===== src/rtl/tcw_pkg.sv =====
`default_nettype none

package tcw_pkg;

	localparam int COLUMNS_DEFAULT = 80;
	localparam int ROWS_DEFAULT    = 25;

	localparam logic [7:0] RESET_COLOR  = 8'd10;
	localparam logic [7:0] BLANK_CODE   = 8'h20;
	localparam logic [7:0] NEWLINE_CODE = 8'h0A;

	// item kinds carried in s_tuser
	localparam logic [1:0] MODE_PUT   = 2'd0;
	localparam logic [1:0] MODE_CLEAR = 2'd1;
	localparam logic [1:0] MODE_READ  = 2'd2;

	// result item, cursor_row in the lowest bits
	typedef struct packed {
		logic [15:0] cell_word;
		logic        did_scroll;
		logic [6:0]  cursor_column;
		logic [4:0]  cursor_row;
	} result_t;

	// sequencer status toward the top level
	typedef struct packed {
		logic busy;
		logic copy_write;
		logic fill_write;
		logic char_write;
	} ctrl_status_t;

endpackage

`default_nettype wire


===== src/rtl/tcw_ctrl.sv =====
`default_nettype none

module tcw_ctrl #(
	parameter int COLUMNS = tcw_pkg::COLUMNS_DEFAULT,
	parameter int ROWS    = tcw_pkg::ROWS_DEFAULT,
	parameter int AW      = $clog2(COLUMNS * ROWS)
) (
	input  wire                   clk,
	input  wire                   arst_n,
	input  wire                   cfg_wr_en,
	input  wire [7:0]             cfg_wr_data,
	input  wire                   in_valid,
	output logic                  in_ready,
	input  wire [1:0]             in_mode,
	input  wire [7:0]             in_char,
	input  wire [10:0]            in_index,
	input  wire                   res_ready,
	output logic                  res_valid,
	output tcw_pkg::result_t      res,
	output tcw_pkg::ctrl_status_t status,
	output logic                  mem_we,
	output logic [AW-1:0]         mem_waddr,
	output logic [15:0]           mem_wdata,
	output logic [AW-1:0]         mem_raddr,
	input  wire [15:0]            mem_rdata
);

	localparam int CELL_COUNT = COLUMNS * ROWS;
	localparam int COPY_LEN   = COLUMNS * (ROWS - 1);
	localparam int CW         = $clog2(COLUMNS);
	localparam int RW         = $clog2(ROWS);

	typedef enum logic [5:0] {
		ST_INIT = 6'b000001,
		ST_IDLE = 6'b000010,
		ST_READ = 6'b000100,
		ST_COPY = 6'b001000,
		ST_FILL = 6'b010000,
		ST_DONE = 6'b100000
	} state_t;

	state_t          state_q;
	logic [RW-1:0]   row_q;
	logic [CW-1:0]   col_q;
	logic [AW-1:0]   pos_q;
	logic [AW-1:0]   ptr_q;
	logic [7:0]      color_q;
	logic [15:0]     fill_q;
	logic            scroll_q;
	logic            rd_ok_q;
	logic            wr_valid_s1;
	logic [AW-1:0]   wr_addr_s1;

	logic            accept;
	logic            is_nl;
	logic            row_adv;
	logic            scroll_now;
	logic [RW-1:0]   put_row;
	logic [CW-1:0]   put_col;
	logic [AW-1:0]   put_pos;
	logic            copy_wr;
	logic            fill_wr;
	logic            char_wr;
	logic [15:0]     blank_word;

	assign in_ready = (state_q == ST_IDLE) && res_ready;
	assign accept   = in_valid && in_ready;

	// cursor advance for a put
	assign is_nl      = (in_char == tcw_pkg::NEWLINE_CODE);
	assign row_adv    = is_nl || (col_q == CW'(COLUMNS - 1));
	assign scroll_now = row_adv && (row_q == RW'(ROWS - 1));
	assign put_col    = row_adv ? '0 : col_q + 1'b1;
	assign put_row    = (row_adv && !scroll_now) ? row_q + 1'b1 : row_q;

	always_comb begin
		if (scroll_now) begin
			put_pos = AW'(COPY_LEN);
		end else if (is_nl) begin
			put_pos = pos_q - AW'(col_q) + AW'(COLUMNS);
		end else begin
			put_pos = pos_q + 1'b1;
		end
	end

	assign blank_word = {color_q, tcw_pkg::BLANK_CODE};

	// single write port: pending copy, then fill sweep, then character
	assign copy_wr = wr_valid_s1;
	assign fill_wr = (state_q == ST_INIT) || ((state_q == ST_FILL) && !wr_valid_s1);
	assign char_wr = accept && (in_mode == tcw_pkg::MODE_PUT) && !is_nl;

	always_comb begin
		mem_we    = copy_wr || fill_wr || char_wr;
		mem_waddr = pos_q;
		mem_wdata = {color_q, in_char};
		if (copy_wr) begin
			mem_waddr = wr_addr_s1;
			mem_wdata = mem_rdata;
		end else if (state_q == ST_INIT) begin
			mem_waddr = ptr_q;
			mem_wdata = {tcw_pkg::RESET_COLOR, tcw_pkg::BLANK_CODE};
		end else if (fill_wr) begin
			mem_waddr = ptr_q;
			mem_wdata = fill_q;
		end
	end

	assign mem_raddr = (state_q == ST_COPY) ? ptr_q + AW'(COLUMNS) : AW'(in_index);

	always_comb begin
		res_valid           = 1'b0;
		res.cursor_row      = 5'(row_q);
		res.cursor_column   = 7'(col_q);
		res.did_scroll      = 1'b0;
		res.cell_word       = '0;
		unique case (state_q) inside
			ST_IDLE: begin
				if (accept) begin
					case (in_mode) inside
						tcw_pkg::MODE_PUT: begin
							res_valid         = !scroll_now;
							res.cursor_row    = 5'(put_row);
							res.cursor_column = 7'(put_col);
						end
						tcw_pkg::MODE_CLEAR, tcw_pkg::MODE_READ: res_valid = 1'b0;
						default: res_valid = 1'b1;
					endcase
				end
			end
			ST_READ: begin
				res_valid     = 1'b1;
				res.cell_word = rd_ok_q ? mem_rdata : '0;
			end
			ST_DONE: begin
				res_valid      = res_ready;
				res.did_scroll = scroll_q;
			end
			ST_INIT, ST_COPY, ST_FILL: res_valid = 1'b0;
			default: res_valid = 1'b0;
		endcase
	end

	always_ff @(posedge clk or negedge arst_n) begin
		if (!arst_n) begin
			state_q     <= ST_INIT;
			row_q       <= '0;
			col_q       <= '0;
			pos_q       <= '0;
			ptr_q       <= '0;
			color_q     <= tcw_pkg::RESET_COLOR;
			wr_valid_s1 <= 1'b0;
		end else begin
			if (cfg_wr_en) begin
				color_q <= cfg_wr_data;
			end
			wr_valid_s1 <= (state_q == ST_COPY);
			unique case (state_q)
				ST_INIT: begin
					if (ptr_q == AW'(CELL_COUNT - 1)) begin
						ptr_q   <= '0;
						state_q <= ST_IDLE;
					end else begin
						ptr_q <= ptr_q + 1'b1;
					end
				end
				ST_IDLE: begin
					if (accept) begin
						ptr_q <= '0;
						case (in_mode)
							tcw_pkg::MODE_PUT: begin
								row_q <= put_row;
								col_q <= put_col;
								pos_q <= put_pos;
								if (scroll_now) begin
									state_q <= ST_COPY;
								end
							end
							tcw_pkg::MODE_CLEAR: begin
								row_q   <= '0;
								col_q   <= '0;
								pos_q   <= '0;
								state_q <= ST_FILL;
							end
							tcw_pkg::MODE_READ: state_q <= ST_READ;
							default: state_q <= ST_IDLE;
						endcase
					end
				end
				ST_READ: state_q <= ST_IDLE;
				ST_COPY: begin
					ptr_q <= ptr_q + 1'b1;
					if (ptr_q == AW'(COPY_LEN - 1)) begin
						state_q <= ST_FILL;
					end
				end
				ST_FILL: begin
					if (!wr_valid_s1) begin
						if (ptr_q == AW'(CELL_COUNT - 1)) begin
							state_q <= ST_DONE;
						end else begin
							ptr_q <= ptr_q + 1'b1;
						end
					end
				end
				ST_DONE: begin
					if (res_ready) begin
						state_q <= ST_IDLE;
					end
				end
				default: state_q <= ST_IDLE;
			endcase
		end
	end

	// payload registers
	always_ff @(posedge clk) begin
		wr_addr_s1 <= ptr_q;
		if (accept) begin
			fill_q   <= blank_word;
			scroll_q <= (in_mode == tcw_pkg::MODE_PUT) && scroll_now;
			rd_ok_q  <= (32'(in_index) < CELL_COUNT);
		end
	end

	assign status.busy       = (state_q != ST_IDLE);
	assign status.copy_write = copy_wr;
	assign status.fill_write = fill_wr;
	assign status.char_write = char_wr;

endmodule

`default_nettype wire


===== config.mk =====
export PLATFORM = sky130hd
export DESIGN_NAME = tcw_ctrl
export DESIGN_NICKNAME = d
export VERILOG_FILES = /design/src/rtl/tcw_pkg.sv /design/src/rtl/tcw_ctrl.sv
export SDC_FILE = /design/constraint.sdc
export NUM_CORES = 1
export LEC_CHECK = 0
export BUFFER_PORTS_ARGS = -buffer_cell sky130_fd_sc_hd__buf_4
export CAP_MARGIN = 20
export CORE_AREA = 5 5 99 101
export DETAILED_ROUTE_END_ITERATION = 8
export DIE_AREA = 0 0 104 106
export PLACE_DENSITY = 0.84
export SLEW_MARGIN = 10
export SYNTH_ARGS = -nofsm -noshare
export SYNTH_HDL_FRONTEND = slang
export SYNTH_SLANG_ARGS = --single-unit

===== constraint.sdc =====
create_clock -name clk -period 8.52 [get_ports clk]
set_input_delay 2.556 -clock clk [delete_from_list [all_inputs] [get_ports clk]]
set_output_delay 2.556 -clock clk [all_outputs]
set_load 0.03 [all_outputs]

==> results of run 1 <==
-- per-layer routing --
metal  vias up  GRT usage, %  part of all wire [%]
met5         -             0                     0
met4         0          7.86                   1.5
met3        22          5.46                   7.4
met2       229          41.4                    49
met1      2287          32.6                    42
li1       2346             -                     -
-- cells by family after synthesis --
group | count (synthesis)
and+or+nand+nor | 239
AOI/OAI and AO/OA | 149
DFF | 70
buffers and inverters | 66
muxes | 31
xor gates and xnor gates | 26
adders and majority gates | 26
-- worst reg2reg max path, stage by stage, from the launching register on --
cell      delay (ns)
dfstp_2         0.60
nor3_1          0.11
nand3_1         0.58
o211ai_1        0.42
a211oi_1        0.88
nor2_1          0.12
-- state kept, by name (all words and copies together) (netlist names) --
register and count:
pos_q 11, ptr_q 11, wr_addr_s1 11, color_q 8
fill_q 8, col_q 7, state_q 6, row_q 5
copy_wr 1, rd_ok_q 1, scroll_q 1
-- per-stage QoR --
step	area, um2	power (uW)
floorplan	4940	882
global placement	5860	1050
detailed placement	5890	1070
CTS	6050	1310
global route	6060	1400
finish	6060	1320
-- cell usage in the layout, fill, tap and decap left out, types with 8 or more instances in the layout --
cell type / n
o21ai_0: 71
nand2_1: 97
mux2_2: 12
nor3_1: 13
and3_1: 12
inv_1: 32
dfxtp_1: 11
ha_1: 25
xnor2_1: 10
dfrtp_1: 46
nor2_1: 37
edfxtp_1: 10
nand3_1: 23
buf_4: 124
nand4_1: 8
nor2b_1: 9
and2_1: 19
a21oi_1: 32
xor2_1: 16
mux2i_1: 19
clkbuf_8: 9
-- worst max path at each step --
| stage | start | endpoint | slack [ns] | cells past startpoint |
|---|---|---|---|---|
| floorplan | res_ready | res[11] | 1.64 | 7 |
| global placement | in_char[7] | res[2] | 1.35 | 9 |
| detailed placement | in_char[7] | res[2] | 1.24 | 9 |
| CTS | in_char[7] | res[2] | 1.23 | 9 |
| global route | in_char[7] | res[2] | 0.93 | 9 |
| finish | in_char[7] | res[2] | 1.18 | 9 |
-- cell type report --
type	instances	share of cell area, %
clock inverters	6	0.620
multi-input cells	471	48.1
well taps	111	2.29
clock buffers	10	2.11
inverters	33	2.09
repair buffers	126	15.9
flip-flops and latches	70	28.9
-- power breakdown --
| group | switching (uW) | internal (uW) | total, uW |
|---|---|---|---|
| combinational | 377 | 250 | 628 |
| clock | 136 | 105 | 241 |
| sequential | 62.3 | 388 | 450 |
| total | 576 | 743 | 1320 |
==> impl_metrics.json, run 1 <==
{
  "yosysWarnings": 0,
  "synthMuxAreaShare_pct": 6.58,
  "seq_area_frac_synth_pct": 35.4,
  "slowest_stage": "nand2_1",
  "hold_viol": 0,
  "slew_viol_final": 0,
  "holdWs_ns": 0.425,
  "netlist_top_cells_count": "nand2_1 (97), o21ai_0 (71), dfrtp_1 (46)",
  "ys_ff_latch": 70,
  "cts_hold_buffers": 0,
  "area_growth_pct": 22.6,
  "synth_top_area_share_pct": 23.3,
  "worstMarginPinSlew_ns": 0.976,
  "critical_path_class": "in2out",
  "clk_pin_slew_ns": 0.08,
  "die_y_um": 106,
  "path_cells": "buf_4 > nor4_1 > nand2_1 > nand2_1 > nand2_1 > nor2_2 > nand2_1 > xnor2_1 > buf_4",
  "hold_class": "reg2reg",
  "wire_per_inst_um": 16.6,
  "min_period_ns": 7.34,
  "core_um2": 8930,
  "synthAdderAreaFrac_pct": 6.73,
  "core.rowCount": 35,
  "insertion_delay_ns": 0.36,
  "seq_area_um2": 1750,
  "cts_root_buffer": "clkbuf_8",
  "critPathRequiredTime_ns": 5.96,
  "first_iter_violations": 366,
  "hpwlAfterDp_um": 10200,
  "setup.worst_path.end_class": "primary output",
  "fin_util_pct": 67.8,
  "powerDensity_nw_per_um2": 218,
  "grt_pass1_wl_um": 22900,
  "critPathBufInv": 2,
  "reg2reg_from": "state_q[0]",
  "antenna_found_initial": 0,
  "syn-cell-area_um2": 4940,
  "r2r-end": "ptr_q[2]",
  "status": "completed",
  "synth_top_family_by_area": "simple AND/OR/NAND/NOR gates",
  "grt-ovfl-total": 0,
  "port_buffers": 123,
  "yosys.area_share.simple_pct": 23.5,
  "initial_core_util_pct": 55.3,
  "cts_buffers": 9,
  "setup_viol": 0,
  "n_antenna_cell": 0,
  "synth_xor_area_share_pct": 4.61,
  "wirelength_um": 13800,
  "finalNonFillerCells": 827,
  "synthArstFlopShare_pct": 70.0,
  "cpMostUsedCell": "nand2_1",
  "syn_nets": 683,
  "drc_errors": 0,
  "synth_compound_area_share_pct": 17.5,
  "ant_nets": 0,
  "firstDrtPassIters": 5,
  "cp.arrival_ns": 4.78,
  "track_usage_pct": 25.0,
  "fin_skew_ns": 0.00845,
  "whs_endpoint": "wr_addr_s1[5]",
  "via_count": 4884,
  "rrSetupSlack_ns": 5.65,
  "cts_resized": 0,
  "startpoint_type": "input pin",
  "max_cap_viol_count": 0,
  "multi_input_area_um2": 2910,
  "synth_enable_flop_cells": 10,
  "fmax_ghz": 0.136,
  "synthFlopType": "dfrtp_1",
  "vias_per_cell": 5.91,
  "cpPeakStageDelay_ns": 0.47,
  "layout-drive-gt1-share_pct": 22.8,
  "cts.sinks": 70,
  "synth.area.top_cells": "dfrtp_1 (23%), nand2_1 (7.4%), o21ai_0 (7.2%), ha_1 (6.3%), edfxtp_1 (6.1%)",
  "syn_avg_cell_area_um2": 8.14,
  "cts_tree": "built",
  "synth_cells": 607,
  "place_ws_ns": 1.24,
  "htreeDepth": 3,
  "maxSlewHeadroom_pct": 34.9,
  "synthDistinctLibCells": 61,
  "dieArea_um2": 11000,
  "path_delay_family": "simple AND/OR/NAND/NOR gates",
  "setup_slack_ns": 1.18,
  "synth_top_cell_by_area": "dfrtp_1",
  "yosysMostFrequentCell": "nand2_1",
  "hold_depth": 0,
  "grt_pass1_vias": 4692,
  "worst_r2r_path_depth": 5,
  "leakagePower_uw": 0.00284,
  "grt_max_degree": 50,
  "fillers": 729,
  "die_x_um": 104,
  "cts_buffer_depth": 2,
  "fin_nets": 787,
  "min_from": "ptr_q[5]",
  "io_pins": 124,
  "post-cts-setup-buffer-count": 0,
  "period_share_pct": 86.1,
  "vdd_drop_max_uv": 126,
  "rsz0062_at_grt": "no",
  "path_max_fanout": 16,
  "gp_congestion": 0.925,
  "placed_cells": 810,
  "tns_ns": 0
}
Power figures use the tool's default switching activity.
==> inputs of run 2 (changes only) <==
--- a/config.mk
+++ b/config.mk
@@ -10,6 +10,7 @@
 export CORE_AREA = 5 5 99 101
 export DETAILED_ROUTE_END_ITERATION = 8
 export DIE_AREA = 0 0 104 106
+export GPL_TIMING_DRIVEN = 0
 export PLACE_DENSITY = 0.84
 export SLEW_MARGIN = 10
 export SYNTH_ARGS = -nofsm -noshare
==> run 2 against run 1 <==
Count of clock-buffer cells in the layout increased by 3. Sequential share of layout area decreased by 0.79 points. Routed wire length increased by 6.6%. Worst setup slack improved by 0.032 ns. Combinational power increased by 3%. Worst hold slack got worse by 0.047 ns. Non-clock buffer count increased by 28. Via count increased by 5.8%. Sequential cell count unchanged. Clock skew increased by 0.0013 ns. Critical path depth unchanged. First-iteration DRC count increased by 17%. Critical path type unchanged. Largest cell class unchanged. Highest routed layer unchanged.
==> impl_metrics.json, run 2 (synthesized netlist as in run 1, its figures left out) <==
{
  "status": "completed",
  "initial_core_util_pct": 55.3,
  "htreeDepth": 3,
  "wire_per_inst_um": 17.2,
  "layout-drive-gt1-share_pct": 23.0,
  "antenna_found_initial": 0,
  "first_iter_violations": 430,
  "placed_cells": 839,
  "post-cts-setup-buffer-count": 0,
  "fin_nets": 815,
  "final_common_cell": "buf_4",
  "min_from": "ptr_q[8]",
  "n_antenna_cell": 0,
  "cts_buffer_depth": 2,
  "reg2reg_from": "ptr_q[0]",
  "cts_root_buffer": "clkbuf_8",
  "hold_depth": 0,
  "critical_path_class": "in2out",
  "grt_pass1_vias": 4812,
  "grt_max_degree": 50,
  "dieArea_um2": 11000,
  "rsz0062_at_grt": "no",
  "worst_r2r_path_depth": 6,
  "drc_errors": 0,
  "cts_tree": "built",
  "cts_buffers": 9,
  "cp.arrival_ns": 4.75,
  "core.rowCount": 35,
  "min_period_ns": 7.30,
  "ant_nets": 0,
  "startpoint_type": "input pin",
  "io_pins": 124,
  "r2r-end": "ptr_q[2]",
  "critPathRequiredTime_ns": 5.96,
  "fmax_ghz": 0.137,
  "gp_congestion": 0.935,
  "leakagePower_uw": 0.00293,
  "slew_viol_final": 0,
  "setup.worst_path.end_class": "primary output",
  "powerDensity_nw_per_um2": 226,
  "cts_hold_buffers": 0,
  "placed_area_um2": 5990,
  "hold_viol": 0,
  "whs_endpoint": "wr_addr_s1[8]",
  "area_growth_pct": 26.0,
  "firstDrtPassIters": 5,
  "wirelength_um": 14700,
  "finalNonFillerCells": 855,
  "hpwlAfterDp_um": 10900,
  "vdd_drop_max_uv": 145,
  "die_x_um": 104,
  "path_max_fanout": 8,
  "startpoint": "in_char[2]",
  "grt_pass1_wl_um": 23600,
  "maxSlewHeadroom_pct": 27.8,
  "tns_ns": 0,
  "insertion_delay_ns": 0.35,
  "setup_viol": 0,
  "worstMarginPinSlew_ns": 1.08,
  "period_share_pct": 85.7,
  "fin_skew_ns": 0.00979,
  "port_buffers": 121,
  "hold_class": "reg2reg",
  "grt-ovfl-total": 0,
  "core_um2": 8930,
  "vias_per_cell": 6.04,
  "via_count": 5168,
  "track_usage_pct": 25.7,
  "clk_pin_slew_ns": 0.08,
  "reg_top3": "pos_q (11), ptr_q (11), wr_addr_s1 (11)",
  "fillers": 725,
  "cts_resized": 0,
  "die_y_um": 106,
  "cts.sinks": 70,
  "final_area_um2": 6230,
  "max_cap_viol_count": 0,
  "final_cell_mix": "buf_4 (124), nand2_1 (97), o21ai_0 (71)",
  "rrSetupSlack_ns": 5.80
}
==> run 2: critical path, cell delays in order <==
cell      delay, ns
buf_4          0.11
nor4bb_1       0.53
nand2_1        0.39
nand2_1        0.39
nand2_1        0.13
nor2_2         0.22
nand2_1        0.10
xnor2_1        0.14
buf_4          0.18
==> run 2: worst max path at each step <==
stage / to / slack, ns / depth (start not counted)
finish: res[2] / 1.22 / 9
global route: res[2] / 1.10 / 9
CTS: res[2] / 1.19 / 9
detailed placement: res[2] / 1.22 / 9
global placement: res[2] / 1.26 / 9
floorplan: res[11] / 1.64 / 7
==> run 2: final cells by class <==
class / count / area, um2 / area share [%]
clock buffer: 13 / 191 / 3.07
inverter: 33 / 126 / 2.03
tap: 111 / 139 / 2.23
buffer: 33 / 153 / 2.45
multi-input combinational: 471 / 2910 / 46.8
sequential: 70 / 1750 / 28.1
clock inverter: 3 / 47.5 / 0.763
timing repair buffer: 121 / 908 / 14.6
==> run 2: metrics by stage <==
step	utilization [%]	hold WS (ns)	worst slack, ns	power [uW]
after floorplan	-	0.342	1.64	882
after global placement	67.1	0.346	1.26	1060
after global routing	69.7	0.382	1.10	1480
after CTS	69.7	0.374	1.19	1400
final	69.7	0.378	1.22	1410
after detailed placement	67.1	0.355	1.22	1090
==> run 2: layer usage <==
metal / track usage (%) / wire length (um) / vias to the layer above
li1: - / - / 2406
met1: 33.3 / 6040 / 2488
met2: 43.9 / 7320 / 252
met3: 4.68 / 1110 / 22
met4: 7.12 / 195 / 0
met5: 0 / 0 / -
==> run 2: report_power, final <==
group / switching (uW) / internal [uW]
logic: 390 / 256
registers: 57.2 / 388
clock network: 137 / 180
